`config.mk`:
```
export PLATFORM = sky130hd
export DESIGN_NAME = c2dpad_seq
export DESIGN_NICKNAME = d
export VERILOG_FILES = /design/src/sv/c2dpad_pkg.sv /design/src/sv/c2dpad_seq.sv
export SDC_FILE = /design/constraint.sdc
export NUM_CORES = 1
export LEC_CHECK = 0
export BUFFER_PORTS_ARGS = -buffer_cell sky130_fd_sc_hd__buf_4
export CAP_MARGIN = 20
export CORE_MARGIN = 2
export CORE_UTILIZATION = 60
export DETAILED_ROUTE_END_ITERATION = 16
export HOLD_SLACK_MARGIN = 0.03
export PLACE_DENSITY = 0.85
export SLEW_MARGIN = 40
export SYNTH_ARGS = -nofsm -noshare
export SYNTH_HDL_FRONTEND = slang
export SYNTH_SLANG_ARGS = --single-unit
```
`constraint.sdc`:
```
create_clock -name i_clk -period 11.4 [get_ports i_clk]
set_clock_uncertainty 0.2 [all_clocks]
set_input_delay 1.14 -clock i_clk [delete_from_list [all_inputs] [get_ports i_clk]]
set_output_delay 1.14 -clock i_clk [all_outputs]
set_load 0.005 [all_outputs]
```
`src/sv/c2dpad_pkg.sv`:
```
`default_nettype none
package c2dpad_pkg;

    // field and register widths
    localparam int OP_W        = 2;
    localparam int COORD_W     = 6;
    localparam int VALUE_W     = 16;
    localparam int PROD_W      = 32;
    localparam int RESULT_W    = 40;
    localparam int IMG_SIZE_W  = 7;
    localparam int MASK_SIZE_W = 3;
    localparam int CFG_W       = 7;
    localparam int CFG_IDX_W   = 1;

    // opcodes
    localparam logic [OP_W-1:0] OP_WR_MASK  = 2'd0;
    localparam logic [OP_W-1:0] OP_WR_IMAGE = 2'd1;
    localparam logic [OP_W-1:0] OP_COMPUTE  = 2'd2;

    // register indexes
    localparam logic [CFG_IDX_W-1:0] REG_IMAGE_SIZE = 1'b0;
    localparam logic [CFG_IDX_W-1:0] REG_MASK_SIZE  = 1'b1;

    localparam logic [IMG_SIZE_W-1:0]  IMAGE_SIZE_RST = 7'd4;
    localparam logic [MASK_SIZE_W-1:0] MASK_SIZE_RST  = 3'd3;

    // padding select for one tap
    localparam logic [1:0] PAD_PIXEL = 2'd0;
    localparam logic [1:0] PAD_ONE   = 2'd1;
    localparam logic [1:0] PAD_ZERO  = 2'd2;

    localparam logic signed [VALUE_W-1:0] PAD_ONE_VALUE = 16'sd256;

    typedef struct packed {
        logic       valid;
        logic       last;
        logic [1:0] pad;
    } t_tap;

endpackage
`default_nettype wire

```
`src/sv/c2dpad_seq.sv`:
```
`default_nettype none
module c2dpad_seq #(
    parameter int MAX_N = 64,
    parameter int MAX_M = 7,
    parameter int IAW   = 12,
    parameter int TAW   = 6
) (
    input  wire logic                                i_clk,
    input  wire logic                                i_rst_n,
    input  wire logic                                i_go,
    input  wire logic [c2dpad_pkg::COORD_W-1:0]      i_row,
    input  wire logic [c2dpad_pkg::COORD_W-1:0]      i_col,
    input  wire logic [c2dpad_pkg::IMG_SIZE_W-1:0]   i_image_size,
    input  wire logic [c2dpad_pkg::MASK_SIZE_W-1:0]  i_mask_size,
    input  wire logic                                i_done,
    output logic                                     o_busy,
    output c2dpad_pkg::t_tap                         o_tap,
    output logic [TAW-1:0]                           o_mask_raddr,
    output logic [IAW-1:0]                           o_image_raddr
);
    import c2dpad_pkg::*;

    localparam int MW = $clog2(MAX_M + 1);
    localparam int CW = 9;

    localparam logic [1:0] ST_IDLE  = 2'd0;
    localparam logic [1:0] ST_RUN   = 2'd1;
    localparam logic [1:0] ST_DRAIN = 2'd2;

    logic [1:0]            r_state, n_state;
    logic [MW-1:0]         r_a, n_a, r_b, n_b;
    logic [MW-1:0]         r_m, r_h;
    logic [IMG_SIZE_W-1:0] r_n;
    logic [COORD_W-1:0]    r_row, r_col;

    logic [IMG_SIZE_W-1:0] s_n_eff;
    logic [MW-1:0]         s_m_eff;
    logic                  s_last;
    logic signed [CW-1:0]  s_pr, s_pc;
    logic                  s_row_out, s_col_out;

    // clamp sizes into the supported range
    always_comb begin
        if (i_image_size == '0) begin
            s_n_eff = IMG_SIZE_W'(1);
        end else if (32'(i_image_size) > MAX_N) begin
            s_n_eff = IMG_SIZE_W'(MAX_N);
        end else begin
            s_n_eff = i_image_size;
        end
        if (i_mask_size == '0) begin
            s_m_eff = MW'(1);
        end else if (32'(i_mask_size) > MAX_M) begin
            s_m_eff = MW'(MAX_M);
        end else begin
            s_m_eff = MW'(i_mask_size);
        end
    end

    assign s_last = (r_a == r_m - MW'(1)) && (r_b == r_m - MW'(1));

    always_comb begin
        n_state = r_state;
        n_a     = r_a;
        n_b     = r_b;
        case (r_state)
            ST_IDLE: begin
                if (i_go) begin
                    n_state = ST_RUN;
                    n_a     = '0;
                    n_b     = '0;
                end
            end
            ST_RUN: begin
                if (r_b == r_m - MW'(1)) begin
                    n_b = '0;
                    n_a = r_a + MW'(1);
                end else begin
                    n_b = r_b + MW'(1);
                end
                if (s_last) begin
                    n_state = ST_DRAIN;
                end
            end
            ST_DRAIN: begin
                if (i_done) begin
                    n_state = ST_IDLE;
                end
            end
            default: begin
                n_state = ST_IDLE;
            end
        endcase
    end

    always_ff @(posedge i_clk) begin
        if (!i_rst_n) begin
            r_state <= ST_IDLE;
            r_a     <= '0;
            r_b     <= '0;
        end else begin
            r_state <= n_state;
            r_a     <= n_a;
            r_b     <= n_b;
        end
    end

    // latch the job at start
    always_ff @(posedge i_clk) begin
        if (r_state == ST_IDLE && i_go) begin
            r_row <= i_row;
            r_col <= i_col;
            r_n   <= s_n_eff;
            r_m   <= s_m_eff;
            r_h   <= (s_m_eff - MW'(1)) >> 1;
        end
    end

    // image position under the current tap
    assign s_pr = $signed(CW'(r_row)) + $signed(CW'(r_a)) - $signed(CW'(r_h));
    assign s_pc = $signed(CW'(r_col)) + $signed(CW'(r_b)) - $signed(CW'(r_h));

    assign s_row_out = (s_pr < 0) || (s_pr >= $signed(CW'(r_n)));
    assign s_col_out = (s_pc < 0) || (s_pc >= $signed(CW'(r_n)));

    always_comb begin
        o_tap.valid = (r_state == ST_RUN);
        o_tap.last  = s_last;
        if (s_row_out && s_col_out) begin
            o_tap.pad = PAD_ZERO;
        end else if (s_row_out || s_col_out) begin
            o_tap.pad = PAD_ONE;
        end else begin
            o_tap.pad = PAD_PIXEL;
        end
    end

    assign o_mask_raddr  = TAW'(32'(r_a) * MAX_M + 32'(r_b));
    assign o_image_raddr = IAW'(32'(s_pr[CW-2:0]) * MAX_N + 32'(s_pc[CW-2:0]));
    assign o_busy        = (r_state != ST_IDLE);

endmodule
`default_nettype wire

```
==> results of run 1 <==
state kept, by name, summed over array words and instances (netlist names):
name and count:
r_h 2, r_col 6, r_n 7, r_m 3, r_b 3, r_row 6
r_a 3, r_state 2
logic make-up (layout without fill, tap and decap cells):
kind of cell | Yosys count | in the layout | synth area share
compound gates | 41 | 41 | 0.104
xor+xnor | 25 | 25 | 0.0854
fa+ha+maj | 57 | 57 | 0.285
buf+inv | 64 | 114 | 0.0918
flops | 32 | 32 | 0.321
mux | 1 | 1 | 0.00365
simple gates | 57 | 57 | 0.109
power by group through the flow:
stage	sequential, W	clock, W	combinational, W
after CTS	0.000141	0.0000858	0.000177
after global placement	0.000143	0	0.000166
after global routing	0.000142	0.0000908	0.000198
final	0.000141	0.0000842	0.000176
after floorplan	0.000142	0	0.000109
after detailed placement	0.000143	0	0.000174
cell type report:
cell class | count | area (sq um)
Multi-Input combinational cell | 181 | 1610
Clock inverter | 2 | 11.3
Tap cell | 52 | 65.1
Clock buffer | 6 | 72.6
Fill cell | 323 | 1170
Inverter | 58 | 218
Timing Repair Buffer | 48 | 360
Sequential cell | 32 | 881
critical path: stages, from the launching register on:
cell and delay, ps:
dfxtp_1 510, inv_1 140, fa_1 600, inv_1 60
ha_1 280, a211oi_1 310, o21bai_1 130, a21oi_1 250
xor2_1 270, ha_1 290, a21o_1 190, a21oi_1 140
o211ai_1 100, ha_1 300, buf_4 130
worst min path at each step:
stage / end / slack (ps)
floorplan: r_b[2] / 280
global placement: r_b[2] / 330
detailed placement: r_b[2] / 340
CTS: r_b[2] / 360
global route: r_b[2] / 410
finish: r_b[2] / 350
cells in the final DEF, fill, tap and decap left out, types with 2 or more instances in the layout:
cell type and instances:
nor2b_1 11, or2_2 2, inv_1 57, xnor2_1 15
o211ai_1 3, buf_4 48, fa_1 9, edfxtp_1 24
ha_1 48, a211oi_1 2, dfxtp_1 8, o21bai_1 4
a21o_1 9, nor3b_1 3, nand2_1 9, nor3_1 2
nand2b_1 3, nand3_1 6, clkbuf_8 5, o21ai_0 3
a21oi_1 13, nor2_1 16, xor2_1 9
layer usage:
layer  GRT usage  wire [microns]  vias to the layer above
met3      0.0323             199                        8
met2       0.364            2440                       43
met4      0.0797              78                        0
met1       0.277            2280                      884
li1            -               -                     1007
met5           0               0                        -
stage by stage:
step	total power (W)	cell area (sq um)
4_1_cts	0.000404	3220
2_1_floorplan	0.000251	2740
3_3_place_gp	0.000309	3130
3_5_place_dp	0.000317	3130
5_1_grt	0.000430	3220
6_report	0.000401	3220
==> flow_metrics.py, run 1 <==
metrics = {
    "run_status": {
        "status": "completed",
    },
    "worst_setup_path": {
        "worstSetupPathType": "flop to primary output",
        "crit_end": "o_tap[0]",
        "cp.arrival_ps": 3990,
        "r2r_cells": 7,
        "crit_required_ps": 10060,
        "r2r-end": "r_state[1]",
        "cp-end-kind": "primary output",
        "cp_max_fo": 7,
        "cp-startpoint": "r_a[1]",
        "reg2reg_slack_ps": 9230,
        "r2r_start": "r_m[0]",
        "startpoint_type": "flop",
    },
    "yosys": {
        "netlist_area_sq_mm": 0.00274,
        "netlist-cell-type-count": 37,
        "synth.cells.most_frequent": "inv_1, ha_1, edfxtp_1",
        "synth_top_area_cell": "edfxtp_1",
        "syn_inst": 277,
        "synth_flop_cell": "edfxtp_1",
        "synth_edf_count": 24,
        "synth_area_leaders": "edfxtp_1, ha_1, inv_1",
        "yosys_warnings": 0,
        "ys_ff_latch": 32,
        "synth.most_common_cell": "inv_1",
        "syn-num-nets": 360,
        "async_flop_share": 0,
        "netlist.area_leader.share": 0.263,
        "syn_avg_cell_area_sq_um": 9.89,
        "seq_area_frac_synth": 0.321,
    },
    "clocking": {
        "cts_hold_buf": 0,
        "clock_latency_ps": 290,
        "htree_levels": 2,
        "cts_root_buf": "clkbuf_8",
        "cts_setup_buffers": 0,
        "cts_resized": 0,
        "clock_sinks": 32,
        "cts_inserted_buffers": 5,
        "cts.path.max_buffers": 2,
        "cts_tree": "built",
        "path_clk_slew_ps": 80,
    },
    "min_path": {
        "worstHoldStart": "r_b[2]",
        "whs_path_depth": 2,
        "hp-class": "flop to flop",
    },
    "grt": {
        "track_usage": 0.214,
        "grt_pass1_vias": 1942,
        "overflow": 0,
        "antenna_found_initial": 0,
        "grt_max_degree": 26,
        "grt_pass1_wl_microns": 8420,
    },
    "detailed_routing": {
        "wl_per_cell_microns": 13.2,
        "drt_iter0_markers": 102,
        "vias_per_cell": 5.12,
        "vias": 1942,
        "first_pass_iters": 4,
        "antenna_left": 0,
        "drc": 0,
        "drt_wl_total_microns": 5000,
    },
    "sta": {
        "max_freq_ghz": 0.188,
        "period_minus_slack_ps": 5330,
        "fin_crit_sh": 0.468,
        "setup_tns_ps": 0,
        "slew-limit-headroom": 0.656,
        "hold_viol_final": 0,
        "worst_pin_slew_ps": 515,
        "rsz0062_at_grt": "no",
        "setup_violations": 0,
        "whs_ps": 355,
        "slew_violations": 0,
        "final_critical_path_setup_slack_ps": 6070,
    },
    "power": {
        "p_leak_nw": 1.65,
        "internal_power_w": 0.000268,
        "p_switching_w": 0.000133,
        "peakVddDrop_v": 0.0000914,
        "clkPwrFrac": 0.210,
        "p_comb_frac": 0.439,
        "p_per_area_mw_per_mm2": 125,
        "swShare": 0.333,
        "p_seq_frac": 0.351,
    },
    "floorplanning": {
        "die_area_sq_mm": 0.00512,
        "rows": 24,
        "die_w_microns": 71.6,
        "start_util": 0.625,
        "die_h_microns": 71.6,
        "coreArea_sq_mm": 0.00438,
        "pin_count": 49,
    },
    "finish": {
        "finish.utilization": 0.733,
        "layout.cells.non_filler": 379,
        "nNetsFinal": 409,
        "drive_gt1_frac": 0.187,
        "n_antenna_cell": 0,
        "syn_to_final_growth_pct": 17.4,
    },
    "flow_run": {
        "drv_cap": 0,
    },
    "place": {
        "place_congestion": 0.926,
        "dp_cells": 371,
        "hpwl_microns": 4110,
        "io_buffers": 48,
        "dpl_worst_slack_ps": 6420,
    },
}
Note: power is estimated with default switching activity, not from simulation.
==> inputs of run 2 (changes only) <==
--- a/config.mk
+++ b/config.mk
@@ -8,10 +8,10 @@
 export BUFFER_PORTS_ARGS = -buffer_cell sky130_fd_sc_hd__buf_4
 export CAP_MARGIN = 20
 export CORE_MARGIN = 2
-export CORE_UTILIZATION = 60
+export CORE_UTILIZATION = 57
 export DETAILED_ROUTE_END_ITERATION = 16
 export HOLD_SLACK_MARGIN = 0.03
-export PLACE_DENSITY = 0.85
+export PLACE_DENSITY = 0.81
 export SLEW_MARGIN = 40
 export SYNTH_ARGS = -nofsm -noshare
 export SYNTH_HDL_FRONTEND = slang
==> constraint.sdc (replaced) <==
create_clock -name i_clk -period 5.05 [get_ports i_clk]
set_clock_uncertainty 0.2 [all_clocks]
set_input_delay 0.505 -clock i_clk [delete_from_list [all_inputs] [get_ports i_clk]]
set_output_delay 0.505 -clock i_clk [all_outputs]
set_load 0.005 [all_outputs]
==> run 2 against run 1 <==
Compared with the run above:
- final cell count rose by 0.53%
- die area grew 5.0%
- sequential power increased by 130%
- sequential cell count unchanged
- via count decreased by 0.67%
- wire length decreased by 2.5%
- critical endpoint unchanged
- largest power group unchanged
==> flow_metrics.py, run 2 (same netlist as run 1, synthesis figures left out) <==
metrics = {
    "power": {
        "peakVddDrop_v": 0.000190,
        "p_per_area_mw_per_mm2": 282,
        "internal_power_w": 0.000603,
        "p_seq_frac": 0.350,
        "swShare": 0.334,
        "p_switching_w": 0.000303,
        "p_leak_nw": 1.65,
        "p_comb_frac": 0.434,
        "clkPwrFrac": 0.216,
    },
    "sta": {
        "slew-limit-headroom": 0.638,
        "period_minus_slack_ps": 4720,
        "fin_crit_sh": 0.934,
        "rsz0062_at_grt": "no",
        "hold_viol_final": 0,
        "final_critical_path_setup_slack_ps": 333,
        "max_freq_ghz": 0.212,
        "setup_tns_ps": 0,
        "worst_pin_slew_ps": 542,
        "slew_violations": 0,
        "setup_violations": 0,
    },
    "worst_setup_path": {
        "worstSetupPathType": "flop to primary output",
        "cp-end-kind": "primary output",
        "reg2reg_slack_ps": 2870,
        "crit_required_ps": 4350,
        "cp_slowest_stage_delay_ps": 600,
        "path_cells": "inv_1, fa_1, inv_1, ha_1, a211oi_1, o21bai_1, a21oi_1, xor2_1, ha_1, a21o_1, a21oi_1, o211ai_1, ha_1, buf_4",
        "cp.arrival_ps": 4010,
        "cp_max_fo": 7,
        "startpoint_type": "flop",
        "critPathMostFrequentCell": "ha_1",
        "slowest_stage": "fa_1",
    },
    "finish": {
        "mostFrequentLayoutCell": "inv_1",
        "top_regs": "r_n x7, r_col x6, r_row x6",
        "nNetsFinal": 409,
        "regMostFlops": "r_n",
        "n_antenna_cell": 0,
        "mostFrequentLayoutCells": "inv_1, ha_1, buf_4",
        "fillers": 372,
        "largest_reg_flops": 7,
        "drive_gt1_frac": 0.187,
        "final_area_sq_mm": 0.00322,
        "syn_to_final_growth_pct": 17.4,
    },
    "grt": {
        "overflow": 0,
        "grt_pass1_wl_microns": 8040,
        "antenna_found_initial": 0,
        "grt_pass1_vias": 1869,
        "track_usage": 0.197,
        "grt_max_degree": 26,
    },
    "run_status": {
        "status": "completed",
    },
    "detailed_routing": {
        "antenna_left": 0,
        "drc": 0,
        "vias_per_cell": 5.06,
        "wl_per_cell_microns": 12.8,
        "vias": 1929,
        "first_pass_iters": 4,
        "drt_wl_total_microns": 4870,
        "drt_iter0_markers": 49,
    },
    "clocking": {
        "cts_inserted_buffers": 5,
        "cts_tree": "built",
        "cts_resized": 0,
        "cts_hold_buf": 0,
        "cts.path.max_buffers": 2,
        "cts_root_buf": "clkbuf_8",
        "cts_setup_buffers": 0,
        "htree_levels": 2,
        "path_clk_slew_ps": 70,
        "clock_sinks": 32,
        "clock_latency_ps": 290,
    },
    "place": {
        "place_congestion": 0.933,
        "post_dp_cell_area_sq_mm": 0.00313,
        "hpwl_microns": 3960,
        "io_buffers": 48,
        "dpl_worst_slack_ps": 728,
    },
    "min_path": {
        "hp-class": "primary input to flop",
    },
    "floorplanning": {
        "pin_count": 49,
        "coreArea_sq_mm": 0.00469,
        "rows": 25,
        "die_area_sq_mm": 0.00538,
        "die_w_microns": 73.3,
        "start_util": 0.584,
        "die_h_microns": 73.3,
    },
    "flow_run": {
        "drv_cap": 0,
    },
}
==> run 2: cell counts in the layout (fill, tap and decap cells not counted) <==
No cell type changed its count.
==> run 2: final timing paths <==
path	depth (start not counted)	end	startpoint
setup / recovery	14	o_tap[0]	r_a[1]
hold / removal	1	r_col[0]	i_col[0]
setup reg to reg	7	r_state[1]	r_m[0]
hold reg to reg	2	r_b[2]	r_b[2]
==> run 2: critical path, delay by kind of cell (launching register included) <==
family | cells | cell delay (ps)
compound gates | 6 | 1130
xor+xnor | 1 | 260
fa+ha+maj | 4 | 1480
buf+inv | 3 | 320
flops | 1 | 520
==> run 2: metrics by stage <==
step / total power [W] / utilization / hold WS (ps) / instances
global route: 0.000972 / 0.686 / 179 / 381
finish: 0.000907 / 0.686 / 188 / 381
CTS: 0.000914 / 0.686 / 182 / 381
floorplan: 0.000566 / - / 282 / 277
global placement: 0.000698 / 0.668 / 326 / 373
detailed placement: 0.000717 / 0.668 / 333 / 373
==> run 2: final cells by class <==
cell class	instances	area, sq um	share of cell area
clock buffers	6	72.6	0.0226
clock inverters	2	11.3	0.00350
repair buffers	48	360	0.112
inverters	58	218	0.0677
multi-input cells	181	1610	0.500
well taps	54	67.6	0.0210
flip-flops and latches	32	881	0.274
==> run 2: power by group through the flow <==
stage / sequential [W] / combinational (W) / clock (W)
4_1_cts: 0.000318 / 0.000397 / 0.000199
3_3_place_gp: 0.000323 / 0.000375 / 0
2_1_floorplan: 0.000320 / 0.000246 / 0
6_report: 0.000318 / 0.000393 / 0.000196
3_5_place_dp: 0.000324 / 0.000393 / 0
5_1_grt: 0.000320 / 0.000444 / 0.000209
==> run 2: per-layer routing <==
metal	wire, microns	up-vias	part of all wire	track usage
met5	0	-	0	0
met4	84	0	0.017	0.0747
met3	158	10	0.032	0.0384
met2	2310	42	0.47	0.315
met1	2320	862	0.48	0.266
li1	-	1015	-	-
