## config.mk

```make
export PLATFORM = sky130hd
export DESIGN_NAME = c2dpad_mac
export DESIGN_NICKNAME = d
export VERILOG_FILES = /design/src/sv/c2dpad_pkg.sv /design/src/sv/c2dpad_mac.sv
export SDC_FILE = /design/constraint.sdc
export NUM_CORES = 1
export LEC_CHECK = 0
export BUFFER_PORTS_ARGS = -buffer_cell sky130_fd_sc_hd__buf_2
export CAP_MARGIN = 15
export CELL_PAD_IN_SITES_DETAIL_PLACEMENT = 0
export CELL_PAD_IN_SITES_GLOBAL_PLACEMENT = 2
export CORE_AREA = 4 4 233 235
export DETAILED_ROUTE_END_ITERATION = 10
export DIE_AREA = 0 0 237 239
export PLACE_DENSITY = 0.65
export RECOVER_POWER = 50
export SYNTH_ARGS = -nofsm -noshare
export SYNTH_HDL_FRONTEND = slang
export SYNTH_SLANG_ARGS = --single-unit
```

## constraint.sdc

```tcl
create_clock -name i_clk -period 15.7 [get_ports i_clk]
set_clock_uncertainty 0.05 [all_clocks]
set_input_delay 0.785 -clock i_clk [delete_from_list [all_inputs] [get_ports i_clk]]
set_output_delay 0.785 -clock i_clk [all_outputs]
set_load 0.01 [all_outputs]
```

## src/sv/c2dpad_pkg.sv

```systemverilog
`default_nettype none
package c2dpad_pkg;

    // field and register widths
    localparam int OP_W        = 2;
    localparam int COORD_W     = 6;
    localparam int VALUE_W     = 16;
    localparam int PROD_W      = 32;
    localparam int RESULT_W    = 40;
    localparam int IMG_SIZE_W  = 7;
    localparam int MASK_SIZE_W = 3;
    localparam int CFG_W       = 7;
    localparam int CFG_IDX_W   = 1;

    // opcodes
    localparam logic [OP_W-1:0] OP_WR_MASK  = 2'd0;
    localparam logic [OP_W-1:0] OP_WR_IMAGE = 2'd1;
    localparam logic [OP_W-1:0] OP_COMPUTE  = 2'd2;

    // register indexes
    localparam logic [CFG_IDX_W-1:0] REG_IMAGE_SIZE = 1'b0;
    localparam logic [CFG_IDX_W-1:0] REG_MASK_SIZE  = 1'b1;

    localparam logic [IMG_SIZE_W-1:0]  IMAGE_SIZE_RST = 7'd4;
    localparam logic [MASK_SIZE_W-1:0] MASK_SIZE_RST  = 3'd3;

    // padding select for one tap
    localparam logic [1:0] PAD_PIXEL = 2'd0;
    localparam logic [1:0] PAD_ONE   = 2'd1;
    localparam logic [1:0] PAD_ZERO  = 2'd2;

    localparam logic signed [VALUE_W-1:0] PAD_ONE_VALUE = 16'sd256;

    typedef struct packed {
        logic       valid;
        logic       last;
        logic [1:0] pad;
    } t_tap;

endpackage
`default_nettype wire

```

## src/sv/c2dpad_mac.sv

```systemverilog
`default_nettype none
module c2dpad_mac (
    input  wire logic                                    i_clk,
    input  wire logic                                    i_rst_n,
    input  c2dpad_pkg::t_tap                             i_tap,
    input  wire logic signed [c2dpad_pkg::VALUE_W-1:0]   i_tap_data,
    input  wire logic signed [c2dpad_pkg::VALUE_W-1:0]   i_pixel_data,
    output logic                                         o_done,
    output logic                                         o_result_valid,
    output logic signed [c2dpad_pkg::RESULT_W-1:0]       o_result_value
);
    import c2dpad_pkg::*;

    t_tap                        r_tap1;
    logic                        r_v2, r_last2;
    logic signed [PROD_W-1:0]    r_prod, n_prod;
    logic signed [RESULT_W-1:0]  r_acc, n_acc;
    logic signed [VALUE_W-1:0]   s_pix;

    // substitute padding for out-of-image pixels
    always_comb begin
        case (r_tap1.pad)
            PAD_PIXEL: s_pix = i_pixel_data;
            PAD_ONE:   s_pix = PAD_ONE_VALUE;
            default:   s_pix = '0;
        endcase
    end

    assign n_prod = PROD_W'(i_tap_data) * PROD_W'(s_pix);
    assign n_acc  = r_acc + RESULT_W'(r_prod);
    assign o_done = r_v2 && r_last2;

    always_ff @(posedge i_clk) begin
        r_prod  <= n_prod;
        r_last2 <= r_tap1.last;
        if (!i_rst_n) begin
            r_tap1         <= '0;
            r_v2           <= 1'b0;
            r_acc          <= '0;
            o_result_valid <= 1'b0;
        end else begin
            r_tap1         <= i_tap;
            r_v2           <= r_tap1.valid;
            o_result_valid <= o_done;
            if (r_v2) begin
                // clear after the last tap, ready for the next pixel
                r_acc <= r_last2 ? '0 : n_acc;
            end
        end
    end

    always_ff @(posedge i_clk) begin
        if (o_done) begin
            o_result_value <= n_acc;
        end
    end

endmodule
`default_nettype wire

```

==> impl_metrics.env, run 1 <==
export IMPL_synth_compound_area_share=0.107
export IMPL_pwr_density_cell_nw_per_um2=204
export IMPL_grt_pass1_vias=11900
export IMPL_clkPwrFrac=0.117
export IMPL_synth_top_area_cell="fa_1"
export IMPL_io_pins=80
export IMPL_p_leak_nw=8.48
export IMPL_synth_area_um2=15500
export IMPL_row_count=84
export IMPL_holdCritPathClass="register to register"
export IMPL_cts_root_buf="clkbuf_16"
export IMPL_synth_most_common_cell="inv_1"
export IMPL_worstSkewPairLatency_ns=0.43
export IMPL_slew_headroom=-0.932
export IMPL_synth_top_family_by_area="adder cells"
export IMPL_clkSlewWorstSetupHoldPaths_ns=0.06
export IMPL_syn_to_final_growth_pct=10.4
export IMPL_rsz0062_at_grt="false"
export IMPL_async_reset_ff_frac=0
export IMPL_drive_gt1_frac=0.0576
export IMPL_start_kind="register"
export IMPL_synthAdderAreaFrac=0.437
export IMPL_comb_power_share=0.751
export IMPL_cts_resized_gates=0
export IMPL_crit_path_end_kind="register"
export IMPL_synthDistinctLibCells=59
export IMPL_grt_total_usage=0.150
export IMPL_cts_path_max_buffers=2
export IMPL_yosysSeqAreaShare=0.179
export IMPL_dr_pass1_iters=4
export IMPL_hold_violations=0
export IMPL_p_sw_mw=1.66
export IMPL_whs_endpoint="r_last2"
export IMPL_syn_inst=1620
export IMPL_seq_power_share=0.132
export IMPL_grt_pass1_wl_um=67600
export IMPL_finalCritPeriodShare=0.614
export IMPL_synth_edf_count=40
export IMPL_critPathArrivalTime_ns=9.90
export IMPL_start_util=0.297
export IMPL_drtIter0Drc=586
export IMPL_reg2reg_depth=23
export IMPL_avgRoutedWirePerCell_um=17.5
export IMPL_fin_cells=2356
export IMPL_cp_required_ns=15.96
export IMPL_r2r_slack_ns=6.06
export IMPL_irDropWorstVdd_v=0.000115
export IMPL_fin_setup_tns_ns=0
export IMPL_finalCriticalPeriod_ns=9.64
export IMPL_worst_path_max_fanout=88
export IMPL_fmax_ghz=0.104
export IMPL_post_cts_buffers=0
export IMPL_drv_cap=2
export IMPL_grt_max_degree=89
export IMPL_synth_avg_cell_area_um2=9.57
export IMPL_synth_xor_area_share=0.0428
export IMPL_tightestPinTransition_ns=2.90
export IMPL_clock_sinks=119
export IMPL_ant_nets=0
export IMPL_crit_type="register to register"
export IMPL_finalSetupViolCount=0
export IMPL_antenna_found_initial=0
export IMPL_hpwl_um=32800
export IMPL_r2r_start="r_tap1[0]"
export IMPL_synth_top_area_share=0.340
export IMPL_ys_warn_count=0
export IMPL_p_int_mw=1.83
export IMPL_synthSimpleGateAreaFrac=0.139
export IMPL_globalplace_congestion=0.822
export IMPL_hp_start="r_tap1[2]"
export IMPL_whs_path_depth=0
export IMPL_dieHeight_um=239
export IMPL_antenna_cells=0
export IMPL_die_w_um=237
export IMPL_wl_um=41100
export IMPL_placed_area_um2=16600
export IMPL_cts_tree="built"
export IMPL_synthTopCellsByCount="322 x inv_1, 263 x fa_1, 134 x nand2_1, 130 x and3_1, 121 x ha_1"
export IMPL_via_per_inst=4.65
export IMPL_outcome="finished with violations"
export IMPL_final_area_um2=17100
export IMPL_cts_inserted_buffers=17
export IMPL_slew_viol_final=131
export IMPL_ctsHoldBuffers=0
export IMPL_synthFlopType="dfxtp_1"
export IMPL_vias=11000
export IMPL_synth_seq_cells=119
export IMPL_core_area_um2=52200
export IMPL_io_buffers=79
export IMPL_syn_num_nets=2042
export IMPL_rr_endpoint="r_prod[31]"
export IMPL_synth_area_leaders="fa_1 34%, dfxtp_1 10%, ha_1 9.8%, inv_1 7.8%, edfxtp_1 7.7%"
export IMPL_die_area_um2=56600
export IMPL_gr_total_overflow=0
export IMPL_muxShareOfSynthArea=0
export IMPL_fin_nets=2077
export IMPL_switching_share=0.476
export IMPL_drc=0
export IMPL_failed_checks="capacitance limit, slew limit"
export IMPL_htree_levels=4
export IMPL_dp_cells=2324
==> worst max path at each step <==
stage,start,end,slack (ns),cells past startpoint
5_1_grt,r_tap1[0],r_prod[31],5.30,23
3_3_place_gp,r_tap1[0],r_prod[31],8.10,25
2_1_floorplan,i_pixel_data[1],r_prod[31],9.04,21
3_5_place_dp,r_tap1[0],r_prod[31],8.04,25
6_report,r_tap1[0],r_prod[31],6.06,23
4_1_cts,r_tap1[0],r_prod[31],8.03,25
==> cell usage in the layout (no fill, tap or decap), drive strengths merged, types with 3 or more instances in the layout <==
cell type / Yosys / final
inv: 322 / 322
fa: 263 / 263
nand2: 134 / 134
and3: 130 / 130
ha: 121 / 121
dfxtp: 79 / 79
clkbuf: 63 / 65
a21oi: 58 / 58
xnor2: 55 / 55
nor2: 43 / 43
edfxtp: 40 / 40
buf: 5 / 39
a21o: 37 / 37
nand3: 33 / 33
nor2b: 27 / 27
o21ai: 26 / 26
and2: 22 / 22
xor2: 20 / 20
a22oi: 20 / 20
a22o: 18 / 18
o21bai: 14 / 14
o21a: 10 / 10
nor3: 9 / 9
a31oi: 9 / 9
nand4: 8 / 8
a211oi: 8 / 8
clkinv: 0 / 7
o31a: 5 / 5
or2: 5 / 5
nand2b: 5 / 5
or4: 3 / 3
or3: 3 / 3
bufinv: 0 / 3
a2111oi: 3 / 3
o211ai: 3 / 3
o31ai: 3 / 3
==> routing by layer <==
metal	global-route usage	share of wire
met3	0.0171	0.036
met5	0	0
met4	0.0338	0.012
met2	0.227	0.42
met1	0.230	0.53
==> registers in the layout (all words and copies together), names as in the netlist <==
name	count
o_result_valid	1
o_result_value	40
r_acc	40
r_last2	1
r_prod	32
r_tap1	4
r_v2	1
==> critical path, cell delays in order, from the launching register on <==
cell,delay (ns)
dfxtp_1,0.33
nor2_4,0.10
clkbuf_1,2.03
nand2_1,1.20
or2_2,0.59
fa_1,0.46
fa_1,0.50
inv_1,0.05
fa_1,0.49
fa_1,0.43
fa_1,0.50
inv_1,0.05
fa_1,0.48
inv_1,0.04
ha_1,0.34
o21a_1,0.21
o2bb2ai_1,0.16
o31ai_1,0.10
a31oi_1,0.35
or4_1,0.22
a31oi_1,0.11
a2111oi_2,0.37
a21oi_1,0.13
xnor2_1,0.14
==> power by group through the flow <==
stage / clock (mW) / combinational, mW / sequential, mW
2_1_floorplan: 0 / 2.06 / 0.455
4_1_cts: 0.420 / 2.67 / 0.461
5_1_grt: 0.433 / 3.05 / 0.467
3_5_place_dp: 0 / 2.65 / 0.466
6_report: 0.408 / 2.62 / 0.461
3_3_place_gp: 0 / 2.64 / 0.468
==> layout make-up <==
| class | instances | area, µm² |
|---|---|---|
| Sequential cell | 119 | 2780 |
| Timing Repair Buffer | 84 | 369 |
| Multi-Input combinational cell | 1111 | 11300 |
| Clock inverter | 12 | 148 |
| Inverter | 322 | 1210 |
| Fill cell | 5399 | 35100 |
| Tap cell | 688 | 861 |
| Clock buffer | 20 | 478 |
==> logic make-up after synthesis <==
group	count (synthesis)
xor+xnor	75
buf+inv	390
fa+ha+maj	384
flops	119
simple gates	423
compound gates	229
==> per-stage QoR <==
stage               power, mW  hold WS [ns]  utilization  setup WS, ns
detailed placement       3.12         0.268        0.317          8.04
floorplan                2.51         0.260            -          9.04
global placement         3.11         0.266        0.317          8.10
CTS                      3.55         0.280        0.329          8.03
finish                   3.49         0.276        0.328          6.06
global route             3.95         0.291        0.328          5.30
Note: power is estimated with default switching activity, not from simulation.
==> run 2: changes to the inputs <==
- clock period: 15.7 -> 9.31 ns (I/O delays scaled with it)
==> impl_metrics.env, run 2 (synthesis results as in run 1) <==
export IMPL_via_per_inst=4.62
export IMPL_clock_sinks=119
export IMPL_drtIter0Drc=501
export IMPL_antenna_cells=0
export IMPL_finalSetupViolCount=0
export IMPL_failed_checks="capacitance limit, slew limit"
export IMPL_power_mw=5.86
export IMPL_grt_pass1_vias=11900
export IMPL_die_area_um2=56600
export IMPL_ant_nets=0
export IMPL_cts_resized_gates=0
export IMPL_worst_path_max_fanout=93
export IMPL_crit_path_end_kind="register"
export IMPL_met2_usage=0.219
export IMPL_hold_violations=0
export IMPL_row_count=84
export IMPL_holdCritPathClass="input pin to register"
export IMPL_layout_common_cells="322 x inv_1, 263 x fa_1, 134 x nand2_1"
export IMPL_ctsHoldBuffers=0
export IMPL_worstSkewPairLatency_ns=0.43
export IMPL_hpwl_um=33000
export IMPL_dieHeight_um=239
export IMPL_cts_root_buf="clkbuf_16"
export IMPL_grtUsageMet3=0.0186
export IMPL_hold_ws_ns=0.205
export IMPL_post_cts_buffers=0
export IMPL_fin_setup_tns_ns=0
export IMPL_cts_tree="built"
export IMPL_crit_type="register to register"
export IMPL_dr_pass1_iters=5
export IMPL_rsz0062_at_grt="false"
export IMPL_start_util=0.297
export IMPL_cts_inserted_buffers=17
export IMPL_outcome="finished with violations"
export IMPL_syn_to_final_growth_pct=10.3
export IMPL_grt_pass1_wl_um=67100
export IMPL_vias=10900
export IMPL_grt_busiest_layer="met1"
export IMPL_gr_total_overflow=0
export IMPL_htree_levels=4
export IMPL_fin_nets=2077
export IMPL_setup_ws_ns=1.53
export IMPL_drive_gt1_frac=0.0576
export IMPL_grt_total_usage=0.149
export IMPL_layout_cells_most_common="inv_1"
export IMPL_avgRoutedWirePerCell_um=17.4
export IMPL_critPathArrivalTime_ns=8.03
export IMPL_finalCriticalPeriod_ns=7.78
export IMPL_final_seq_area_um2=2780
export IMPL_tightestPinTransition_ns=2.19
export IMPL_final_util=0.328
export IMPL_n_fill_cell=5456
export IMPL_clkSlewWorstSetupHoldPaths_ns=0.06
export IMPL_die_w_um=237
export IMPL_slew_viol_final=42
export IMPL_io_pins=80
export IMPL_globalplace_congestion=0.828
export IMPL_fmax_ghz=0.129
export IMPL_start_kind="register"
export IMPL_multiInputGateArea_um2=11300
export IMPL_p_leak_nw=8.47
export IMPL_reg_top3="o_result_value x40, r_acc x40, r_prod x32"
export IMPL_core_area_um2=52200
export IMPL_wl_um=41000
export IMPL_slew_headroom=-0.463
export IMPL_grt_max_degree=94
export IMPL_pwr_density_cell_nw_per_um2=343
export IMPL_io_buffers=79
export IMPL_antenna_found_initial=0
export IMPL_finalCritPeriodShare=0.835
export IMPL_drc=0
export IMPL_cts_path_max_buffers=2
export IMPL_grt_use_met1=0.231
export IMPL_irDropWorstVdd_v=0.000190
export IMPL_drv_cap=1
export IMPL_cp_required_ns=9.57
export IMPL_post_place_ws_ns=1.56
[run 2: changes by cell type in the layout (fill, tap and decap cells not counted)]
cell,before,now
bufinv_16,3,2
clkinv_2,5,4
clkinv_1,0,1
buf_12,0,1
clkbuf_1,45,44
clkinvlp_4,2,3
[run 2: final cells by class]
type	instances	area share
Tap cell	688	0.0503
Sequential cell	119	0.163
Multi-Input combinational cell	1111	0.659
Timing Repair Buffer	84	0.0225
Clock buffer	20	0.0279
Inverter	322	0.0707
Clock inverter	12	0.00724
[run 2: path summary, 6_finish.rpt]
check                 start         end  slack (ns)  cells past startpoint
setup reg to reg  r_tap1[0]  r_prod[31]        1.53                     23
hold / removal     i_tap[3]   r_tap1[3]        0.20                      2
hold reg to reg   r_tap1[2]     r_last2        0.29                      0
setup / recovery  r_tap1[0]  r_prod[31]        1.53                     23
[run 2: per-stage QoR]
step / cells / instance area, µm²
6_report: 2356 / 17100
5_1_grt: 2356 / 17100
4_1_cts: 2356 / 17200
3_5_place_dp: 2324 / 16600
3_3_place_gp: 2324 / 16600
2_1_floorplan: 1620 / 15500
[run 2: power by group]
part           total, mW  switching (mW)  internal, mW
Sequential         0.778          0.0509         0.727
Clock              0.659           0.238         0.421
Combinational       4.42            2.52          1.91
[run 2: layer usage]
metal | wire length, µm | share of wire
met4 | 696 | 0.017
met3 | 1600 | 0.039
met2 | 17000 | 0.41
met5 | 0 | 0
met1 | 21800 | 0.53
[run 2: critical path: stages, from the launching register on]
cell and delay, ns:
dfxtp_1 0.33, nor2_4 0.79, buf_12 0.39, nand2_1 0.45
or2_2 0.45, fa_1 0.45, fa_1 0.49, inv_1 0.05
fa_1 0.49, fa_1 0.43, fa_1 0.49, inv_1 0.07
fa_1 0.48, inv_1 0.04, ha_1 0.35, o21a_1 0.21
nor2_1 0.13, o31ai_1 0.10, a31oi_1 0.40, or4_1 0.21
a31oi_1 0.11, a2111oi_2 0.39, a21oi_1 0.14, xnor2_1 0.15
==> run 3: changes to the inputs <==
- clock period: 9.31 -> 7.5 ns (I/O delays scaled with it)
==> impl_metrics.env, run 3 (synthesis results as in run 1) <==
export IMPL_finalCritPeriodShare=0.921
export IMPL_finalSetupViolCount=0
export IMPL_dp_cells=2334
export IMPL_worst_path_max_fanout=92
export IMPL_dr_pass1_iters=5
export IMPL_ant_nets=0
export IMPL_htree_levels=4
export IMPL_die_area_um2=56600
export IMPL_p_sw_mw=3.50
export IMPL_hpwl_um=33500
export IMPL_die_w_um=237
export IMPL_rr_endpoint="r_prod[31]"
export IMPL_crit_type="register to register"
export IMPL_r2r_slack_ns=0.60
export IMPL_comb_power_share=0.767
export IMPL_fin_nets=2087
export IMPL_gr_total_overflow=0
export IMPL_fmax_ghz=0.145
export IMPL_post_cts_buffers=0
export IMPL_clkSlewWorstSetupHoldPaths_ns=0.05
export IMPL_hp_start="i_tap[3]"
export IMPL_post_place_ws_ns=0.590
export IMPL_antenna_found_initial=0
export IMPL_drtIter0Drc=582
export IMPL_whs_endpoint="r_tap1[3]"
export IMPL_grt_pass1_wl_um=67700
export IMPL_seq_power_share=0.133
export IMPL_avgRoutedWirePerCell_um=17.5
export IMPL_cts_resized_gates=0
export IMPL_tightestPinTransition_ns=2.65
export IMPL_finalCriticalPeriod_ns=6.90
export IMPL_failed_checks="capacitance limit, slew limit"
export IMPL_switching_share=0.482
export IMPL_io_pins=80
export IMPL_layout_cells_most_common="inv_1"
export IMPL_clkPwrFrac=0.100
export IMPL_dieHeight_um=239
export IMPL_row_count=84
export IMPL_fin_cells=2365
export IMPL_placed_area_um2=16600
export IMPL_reg2reg_depth=22
export IMPL_reg_top3="o_result_value x40, r_acc x40, r_prod x32"
export IMPL_cts_path_max_buffers=2
export IMPL_clock_sinks=119
export IMPL_globalplace_congestion=0.839
export IMPL_crit_path_end_kind="register"
export IMPL_grt_max_degree=93
export IMPL_hold_violations=0
export IMPL_via_per_inst=4.60
export IMPL_critPathArrivalTime_ns=7.15
export IMPL_grt_pass1_vias=11900
export IMPL_drive_gt1_frac=0.0591
export IMPL_p_leak_nw=8.49
export IMPL_fin_setup_tns_ns=0
export IMPL_rsz0062_at_grt="false"
export IMPL_cts_tree="built"
export IMPL_pwr_density_cell_nw_per_um2=424
export IMPL_worstSkewPairLatency_ns=0.42
export IMPL_cp_required_ns=7.75
export IMPL_start_util=0.297
export IMPL_outcome="finished with violations"
export IMPL_final_area_um2=17100
export IMPL_holdCritPathClass="input pin to register"
export IMPL_wl_um=41500
export IMPL_grt_total_usage=0.150
export IMPL_irDropWorstVdd_v=0.000269
export IMPL_drc=0
export IMPL_slew_viol_final=42
export IMPL_io_buffers=79
export IMPL_layout_common_cells="322 x inv_1, 263 x fa_1, 134 x nand2_1"
export IMPL_setup_ws_ns=0.596
export IMPL_r2r_start="r_tap1[0]"
export IMPL_cts_inserted_buffers=17
export IMPL_syn_to_final_growth_pct=10.3
export IMPL_power_mw=7.25
export IMPL_cts_root_buf="clkbuf_16"
export IMPL_p_int_mw=3.75
export IMPL_n_fill_cell=5431
export IMPL_startpoint="r_tap1[0]"
export IMPL_drv_cap=1
export IMPL_slew_headroom=-0.771
export IMPL_core_area_um2=52200
export IMPL_whs_path_depth=2
export IMPL_ctsHoldBuffers=0
export IMPL_vias=10900
export IMPL_start_kind="register"
-- run 3: changes by cell type in the layout (fill, tap and decap cells not counted), moves of 2 or more --
cell / previous run / this run
buf_4: 2 / 13
clkbuf_1: 44 / 49
clkinvlp_4: 3 / 0
bufinv_16: 2 / 0
clkinv_4: 2 / 0
-- run 3: cell type report --
cell class              count  area (µm²)  area share
well taps                 688         861      0.0503
diodes                      1        2.50    0.000146
flip-flops and latches    119        2780       0.163
inverters                 322        1210      0.0707
repair buffers             94         464      0.0271
multi-input cells        1111       11300       0.659
clock buffers              26         500      0.0293
clock inverters             4        20.0     0.00117
-- run 3: how the worst max path moves through the flow --
stage / end / slack, ns / cells past startpoint
after global routing: r_prod[31] / 0.12 / 22
after detailed placement: r_prod[31] / 0.59 / 22
after global placement: r_prod[31] / 0.65 / 22
after CTS: r_prod[31] / 0.56 / 22
final: r_prod[31] / 0.60 / 22
after floorplan: r_prod[31] / 0.88 / 23
-- run 3: metrics by stage --
step / hold slack [ns] / utilization
after floorplan: 0.260 / -
after global placement: 0.266 / 0.319
after detailed placement: 0.262 / 0.319
after CTS: 0.0795 / 0.329
after global routing: 0.0858 / 0.327
final: 0.114 / 0.327
-- run 3: power groups by stage --
stage	clock (mW)	sequential, mW	combinational [mW]
global route	0.785	0.979	6.44
detailed placement	0	0.978	5.63
global placement	0	0.982	5.60
CTS	0.755	0.967	5.67
floorplan	0	0.953	4.31
finish	0.726	0.965	5.56
-- run 3: critical path, stage by stage, from the launching register on --
cell	delay (ns)
dfxtp_1	0.33
nor2_4	0.18
buf_12	0.32
and2_1	0.42
nand2_1	0.12
fa_1	0.50
fa_1	0.58
fa_1	0.45
fa_1	0.60
inv_1	0.08
fa_1	0.50
fa_1	0.43
ha_1	0.35
a21o_1	0.20
a21oi_1	0.34
o31ai_1	0.12
a31oi_1	0.15
buf_4	0.15
or4_1	0.12
a31oi_1	0.11
a2111oi_2	0.38
a21oi_1	0.14
xnor2_1	0.14
-- run 3: per-layer routing --
layer,vias up,global-route usage,part of all wire
met1,5366,0.231,0.53
met5,-,0,0
li1,5288,-,-
met4,0,0.0341,0.016
met2,188,0.224,0.42
met3,40,0.0205,0.034
